[config.mk]
export PLATFORM = sky130hd
export DESIGN_NAME = tfc_ctrl
export DESIGN_NICKNAME = d
export VERILOG_FILES = /design/src/design/tfc_pkg.sv /design/src/design/tfc_ctrl.sv
export SDC_FILE = /design/constraint.sdc
export NUM_CORES = 1
export LEC_CHECK = 0
export ABC_CLOCK_PERIOD_IN_PS = 2100
export BUFFER_PORTS_ARGS = -buffer_cell sky130_fd_sc_hd__buf_2
export CORE_ASPECT_RATIO = 1.5
export CORE_MARGIN = 2
export CORE_UTILIZATION = 35
export CTS_BUF_LIST = sky130_fd_sc_hd__clkbuf_8
export CTS_CLUSTER_SIZE = 25
export DETAILED_ROUTE_END_ITERATION = 10
export GPL_TIMING_DRIVEN = 0
export SETUP_SLACK_MARGIN = 0.3
export SYNTH_ARGS = -nofsm -noshare
export SYNTH_HDL_FRONTEND = slang
export SYNTH_SLANG_ARGS = --single-unit
[constraint.sdc]
create_clock -name clock -period 2.1 [get_ports clock]
set_input_delay 0.21 -clock clock [delete_from_list [all_inputs] [get_ports clock]]
set_output_delay 0.21 -clock clock [all_outputs]
set_load 0.01 [all_outputs]
[src/design/tfc_pkg.sv]
// ---------------------------------------------------------------------------
// tfc_pkg
// Shared types and constants of the TCP flow cache with timeouts.
// ---------------------------------------------------------------------------
package tfc_pkg;

   localparam int unsigned DEF_FLOW_ENTRIES = 32;

   localparam logic [15:0] ETHERTYPE_IPV4    = 16'h0800;
   localparam logic [7:0]  PROTO_TCP         = 8'd6;
   localparam logic [15:0] ETH_HDR_OCTETS    = 16'd14;
   localparam logic [5:0]  MIN_IP_HDR_OCTETS = 6'd20;
   localparam logic [5:0]  OCTETS_PER_WORD   = 6'd4;

   localparam logic [31:0] ACTIVE_TIMEOUT_RST   = 32'd60000000;
   localparam logic [31:0] INACTIVE_TIMEOUT_RST = 32'd60000000;

   localparam logic CSR_ACTIVE_TIMEOUT   = 1'b0;
   localparam logic CSR_INACTIVE_TIMEOUT = 1'b1;

   localparam logic REQ_PACKET = 1'b0;
   localparam logic REQ_FLUSH  = 1'b1;

   typedef struct packed {
      logic load;
      logic scan_clr;
      logic scan_step;
      logic rd_scan;
      logic ring_rd;
      logic rd_ring;
      logic hit_upd;
      logic pop;
      logic alloc;
      logic finish;
   } cmd_type;

   typedef struct packed {
      logic req_flush;
      logic req_drop;
      logic match;
      logic scan_last;
      logic ring_empty;
      logic ring_full;
      logic head_due;
   } sts_type;

endpackage

[src/design/tfc_ctrl.sv]
// ---------------------------------------------------------------------------
// tfc_ctrl
// Sequencer of the flow cache: lookup scan, update, allocation, expiry and flush.
// ---------------------------------------------------------------------------
module tfc_ctrl (
   input  logic             clock,
   input  logic             reset,
   input  logic             start,
   output logic             busy,
   input  tfc_pkg::sts_type sts,
   output tfc_pkg::cmd_type cmd
);

   typedef enum logic [9:0] {
      S_IDLE     = 10'b0000000001,
      S_SCAN_RD  = 10'b0000000010,
      S_SCAN_CMP = 10'b0000000100,
      S_HIT_RD   = 10'b0000001000,
      S_HIT_UPD  = 10'b0000010000,
      S_HEAD_RD  = 10'b0000100000,
      S_HEAD_ENT = 10'b0001000000,
      S_HEAD_CHK = 10'b0010000000,
      S_ALLOC    = 10'b0100000000,
      S_FINISH   = 10'b1000000000
   } state_type;

   typedef enum logic [2:0] {
      M_EXPIRE = 3'b001,
      M_FULL   = 3'b010,
      M_FLUSH  = 3'b100
   } mode_type;

   state_type state_ff, state_in;
   mode_type  mode_ff, mode_in;

   always_comb begin
      state_in = state_ff;
      mode_in  = mode_ff;
      cmd      = '0;
      case (state_ff)
         S_IDLE: begin
            if (start) begin
               cmd.load = 1'b1;
               if (sts.req_flush) begin
                  mode_in  = M_FLUSH;
                  state_in = S_HEAD_RD;
               end else if (!sts.req_drop) begin
                  cmd.scan_clr = 1'b1;
                  state_in     = S_SCAN_RD;
               end
            end
         end
         S_SCAN_RD: begin
            cmd.rd_scan = 1'b1;
            state_in    = S_SCAN_CMP;
         end
         S_SCAN_CMP: begin
            cmd.scan_step = 1'b1;
            if (sts.match) begin
               state_in = S_HIT_RD;
            end else if (sts.scan_last) begin
               if (sts.ring_full) begin
                  mode_in  = M_FULL;
                  state_in = S_HEAD_RD;
               end else begin
                  state_in = S_ALLOC;
               end
            end else begin
               state_in = S_SCAN_RD;
            end
         end
         S_HIT_RD: begin
            cmd.rd_scan = 1'b1;
            state_in    = S_HIT_UPD;
         end
         S_HIT_UPD: begin
            cmd.hit_upd = 1'b1;
            mode_in     = M_EXPIRE;
            state_in    = S_HEAD_RD;
         end
         S_HEAD_RD: begin
            if (sts.ring_empty) begin
               state_in = S_FINISH;
            end else begin
               cmd.ring_rd = 1'b1;
               state_in    = S_HEAD_ENT;
            end
         end
         S_HEAD_ENT: begin
            cmd.rd_ring = 1'b1;
            state_in    = S_HEAD_CHK;
         end
         S_HEAD_CHK: begin
            if (mode_ff != M_EXPIRE || sts.head_due) begin
               cmd.pop  = 1'b1;
               state_in = (mode_ff == M_FULL) ? S_ALLOC : S_HEAD_RD;
            end else begin
               state_in = S_FINISH;
            end
         end
         S_ALLOC: begin
            cmd.alloc = 1'b1;
            mode_in   = M_EXPIRE;
            state_in  = S_HEAD_RD;
         end
         S_FINISH: begin
            cmd.finish = 1'b1;
            state_in   = S_IDLE;
         end
         default: begin
            state_in = S_IDLE;
         end
      endcase
   end

   always_ff @(posedge clock) begin
      if (reset) begin
         state_ff <= S_IDLE;
         mode_ff  <= M_EXPIRE;
      end else begin
         state_ff <= state_in;
         mode_ff  <= mode_in;
      end
   end

   assign busy = (state_ff != S_IDLE);

   a_onehot_cmd: assert property (@(posedge clock) disable iff (reset)
      $onehot0({cmd.hit_upd, cmd.pop, cmd.alloc, cmd.finish}))
      else $error("tfc_ctrl: conflicting table commands");
   a_alloc_after_pop: assert property (@(posedge clock) disable iff (reset)
      (state_ff == S_ALLOC && mode_ff == M_FULL) |-> $past(cmd.pop))
      else $error("tfc_ctrl: full-table allocation without eviction");
   a_finish_idle: assert property (@(posedge clock) disable iff (reset)
      cmd.finish |=> !busy)
      else $error("tfc_ctrl: finish did not return to idle");

endmodule

After elaboration in Yosys (flattened, before gate mapping). Index checks and enable logic that the tools add are counted.

Equality and inequality tests: 19. Mux-type cells: 30. Reductions and logical operators: 6.

Operators with widths (number): 10-bit case mux with 8 select lines (1); 10-bit two-way mux (6); 9-bit two-way mux (3); 3-bit two-way mux (5); 1-bit two-way mux (12); 10-bit by 1-bit == test with 1-bit output (second input constant) (1); 10-bit == test (second input constant) (1); 10-bit by 2-bit == test with 1-bit output (second input constant) (1); 10-bit by 3-bit == test with 1-bit output (second input constant) (1); 10-bit by 4-bit == test with 1-bit output (second input constant) (1); 10-bit by 5-bit == test with 1-bit output (second input constant) (1); 10-bit by 6-bit == test with 1-bit output (second input constant) (1); 10-bit by 7-bit == test with 1-bit output (second input constant) (1); 10-bit by 8-bit == test with 1-bit output (second input constant) (1); 10-bit by 9-bit == test with 1-bit output (second input constant) (1); 10-bit by 1-bit inequality test with 1-bit output (second input constant) (1); 2-bit inequality test (second input constant) (5); 3-bit case mux with 3 select lines (1); 6-bit AND reduction (1); 2-bit two-way mux (2); 2-bit OR reduction (2); 3-bit by 2-bit == test with 1-bit output (second input constant) (1); 3-bit by 1-bit inequality test with 1-bit output (second input constant) (1); 3-bit inequality test (second input constant) (1); other kinds (3) (3).

Bits in registers: 13. Bits of input ports: 10. Output and inout bits: 11. Word-level logic and storage cells: 57.

Logic depth before layout (Yosys ltp).
Depth in word-level cells: 4. Depth in mapped cells: 7. Depth with buffers taken out: 5.

Worst setup path after synthesis. No wires, ideal clock.

Path kind: register to output. Start: reg state_ff[0]. End: out cmd[8] (netlist bit). Arrival time: 1513 ps. Required time: 1890 ps. Slack: 377 ps. Stages on the path, launching flop included: 6. Path buffers: 1. Cells stage by stage: dfxtp_1 nor4b_1 and4b_1 buf_4 and2_4 nor3b_1.

RTL lines: start, declared (line tfc_ctrl.sv:33) `state_type state_ff, state_in;`; start signal, assigned (line tfc_ctrl.sv:121) `state_ff <= state_in;`; end, declared (line tfc_ctrl.sv:11) `output tfc_pkg::cmd_type cmd`.

==> run metrics <==
outcome=finished clean; sw frac=0.329; share of flip-flops with an asynchronous set or reset=0; DIE AREA=~2800 µm²; remaining antenna violation count=0; CTS tree=yes; Syn Inst Count=around 100; Hold Crit Class=input port to flop; first-pass GRT wire length=approximately 3.8 mm; post-DP HPWL=1.58 mm; unrepaired setup endpoints after global routing=true; setup_tns=0 ns; area of the core=between 2000 and 2500 µm²; number of flops mapped to enable cells by yosys=0; vias in the first global route=859; Yosys warning total=0; row count=21; CTS H-tree lvls=1; Cell Area, Synth=841 µm²; pwr/cell area=713 nW/µm²; clock buffer count from CTS=3; root buf cell=clkbuf_8; setup violators final=0; Comb pwr share=0.423; Top FF cell, synth=dfxtp_1; Worst-Margin Slew=between 0.5 and 0.6 ns; initial core utilization=0.372; wire per inst=approximately 15 µm; Initial DRC Count=42; CP Capture Type=primary output; CP Launch Type=flop; Max transition margin=0.631; Clk pwr share=0.249; top cells by area, synth=dfxtp_1, nor2_1, o21ai_0, nor4b_1, nor3b_1; Routed WL=2.49 mm; crit path DAT=1.66 ns; Avg Cell Area, Syn=8.16 µm²; fmax=534 MHz; Met3 Routed Length=98 µm; initial antenna violation count=0; Yosys top cell area share=0.310; Layout Utilization=0.559; total power draw=901 µW; Yosys reg bits=13; Clock Sinks=13; register area share after synthesis=0.310; P_leak=approximately 0.57 nW; First-pass DRT Iterations=4; sw power=296 µW; leading area contributor after synthesis=dfxtp_1; Layout area overhead=50.1%; CTS Hold Bufs=0; wl on met1=963 µm; CP Max Fanout=4; insertion delay to the later sink of the worst-skew pair=0.24 ns; final-stage net count=150; Top Layer Used=met4; Overflow after GRT=0; Max clock buf depth=2; diode count=0; final hold vios=0; kind of critical path=flop to primary output; Max Slew Vio Count=0; setup ws final=0.227 ns; worst slack at placement=approximately 0.22 ns; Distinct cells, synth=43; Clk pin slew, worst setup/hold paths=0.06 ns; fraction of layout cells with a size suffix above 1=0.475; Die Wd=44.0 µm; WP data required=1.89 ns; I/O pins=21; Die Ht=64.0 µm; port bufs=20; met2 routed WL=1.38 mm; Total Routing Usage GR=0.179; worst vdd ir=around 0.6 mV; Tmin final=1.87 ns; final period utilization=0.892; pin count of the biggest net entering global routing=11; Post-synth top cells=dfxtp_1, nor2_1, o21ai_0, nor4b_1; syn nets=around 110; detailed-route via count=935; DR vias/cell=between 5 and 6; number of max-cap violations=0; internal cell power=604 µW; drt drc=0; Final Skew=0.00125 ns; gpl congestion=0.845; Sequential Power Share=0.328
## worst paths after layout
check	from	endpoint	slack [ns]	cells past startpoint
max reg2reg	state_ff[7]	mode_ff[0]	0.35	9
min reg2reg	mode_ff[0]	mode_ff[0]	0.51	2
min	sts[2]	state_ff[6]	0.15	2
max	state_ff[7]	cmd[8]	0.23	6
## power groups by stage
stage | Sequential [mW] | Clock, mW | Combinational, mW
6_report | 0.296 | 0.224 | 0.381
5_1_grt | 0.298 | 0.232 | 0.414
4_1_cts | 0.294 | 0.224 | 0.297
3_5_place_dp | 0.292 | 0 | 0.232
3_3_place_gp | 0.290 | 0 | 0.231
2_1_floorplan | 0.286 | 0 | 0.174
## worst max-delay path, stage by stage (launching register included)
cell and delay (ns):
dfxtp_4 0.37, nor4b_4 0.30, and4b_1 0.25, buf_6 0.11
and2_4 0.12, nor3b_2 0.13, buf_2 0.14
## through the flow
| stage | cell area (µm²) | std cells | hold WS, ns |
|---|---|---|---|
| after global routing | 1260 | 162 | 0.164 |
| after CTS | 1130 | 155 | 0.158 |
| after floorplan | 841 | 103 | 0.289 |
| after global placement | 970 | 146 | 0.407 |
| final | 1260 | 162 | 0.154 |
| after detailed placement | 970 | 146 | 0.419 |
## metal layers
layer,GRT usage,vias to the layer above
met4,0.0758,0
met2,0.324,24
li1,-,460
met1,0.202,445
met3,0.0169,6
met5,0,-
## state kept, by name (all words and copies together) (netlist names)
register and flops:
mode_ff 3, state_ff 10
## timing repair
item                                    4_1_cts  5_1_grt
resized for setup                            18       20
endpoints found under the setup margin       11       13
buffers inserted                              5        7
pin swaps                                     7        6
## cell families after synthesis
| logic type | share of synthesized area |
|---|---|
| AOI/OAI and AO/OA | 0.198 |
| buffers and inverters | 0.0431 |
| xor gates and xnor gates | 0.0313 |
| DFF | 0.310 |
| and+or+nand+nor | 0.418 |
## layout by cell type (no fill, tap or decap), drive strengths merged, types with 2 or more instances in the layout
cell type and count:
xor2 2, nand3 2, nor3b 5, and3 2
nor2 14, nor3 5, a31oi 2, a21oi 4
dfxtp 13, buf 34, inv 5, clkbuf 5
o211ai 2, nor2b 2, nor4b 5, nor4 3
and4b 3, nand2 3, nand3b 3, and2 2
o21ai 10
## layout make-up
class	count	area, µm²
sequential	13	278
multi-input combinational	82	643
inverter	4	17.5
timing repair buffer	32	216
tap	23	28.8
buffer	4	33.8
clock buffer	3	41.3
fill	209	997
clock inverter	1	3.75
No activity file was read; power rests on OpenSTA's default activity.
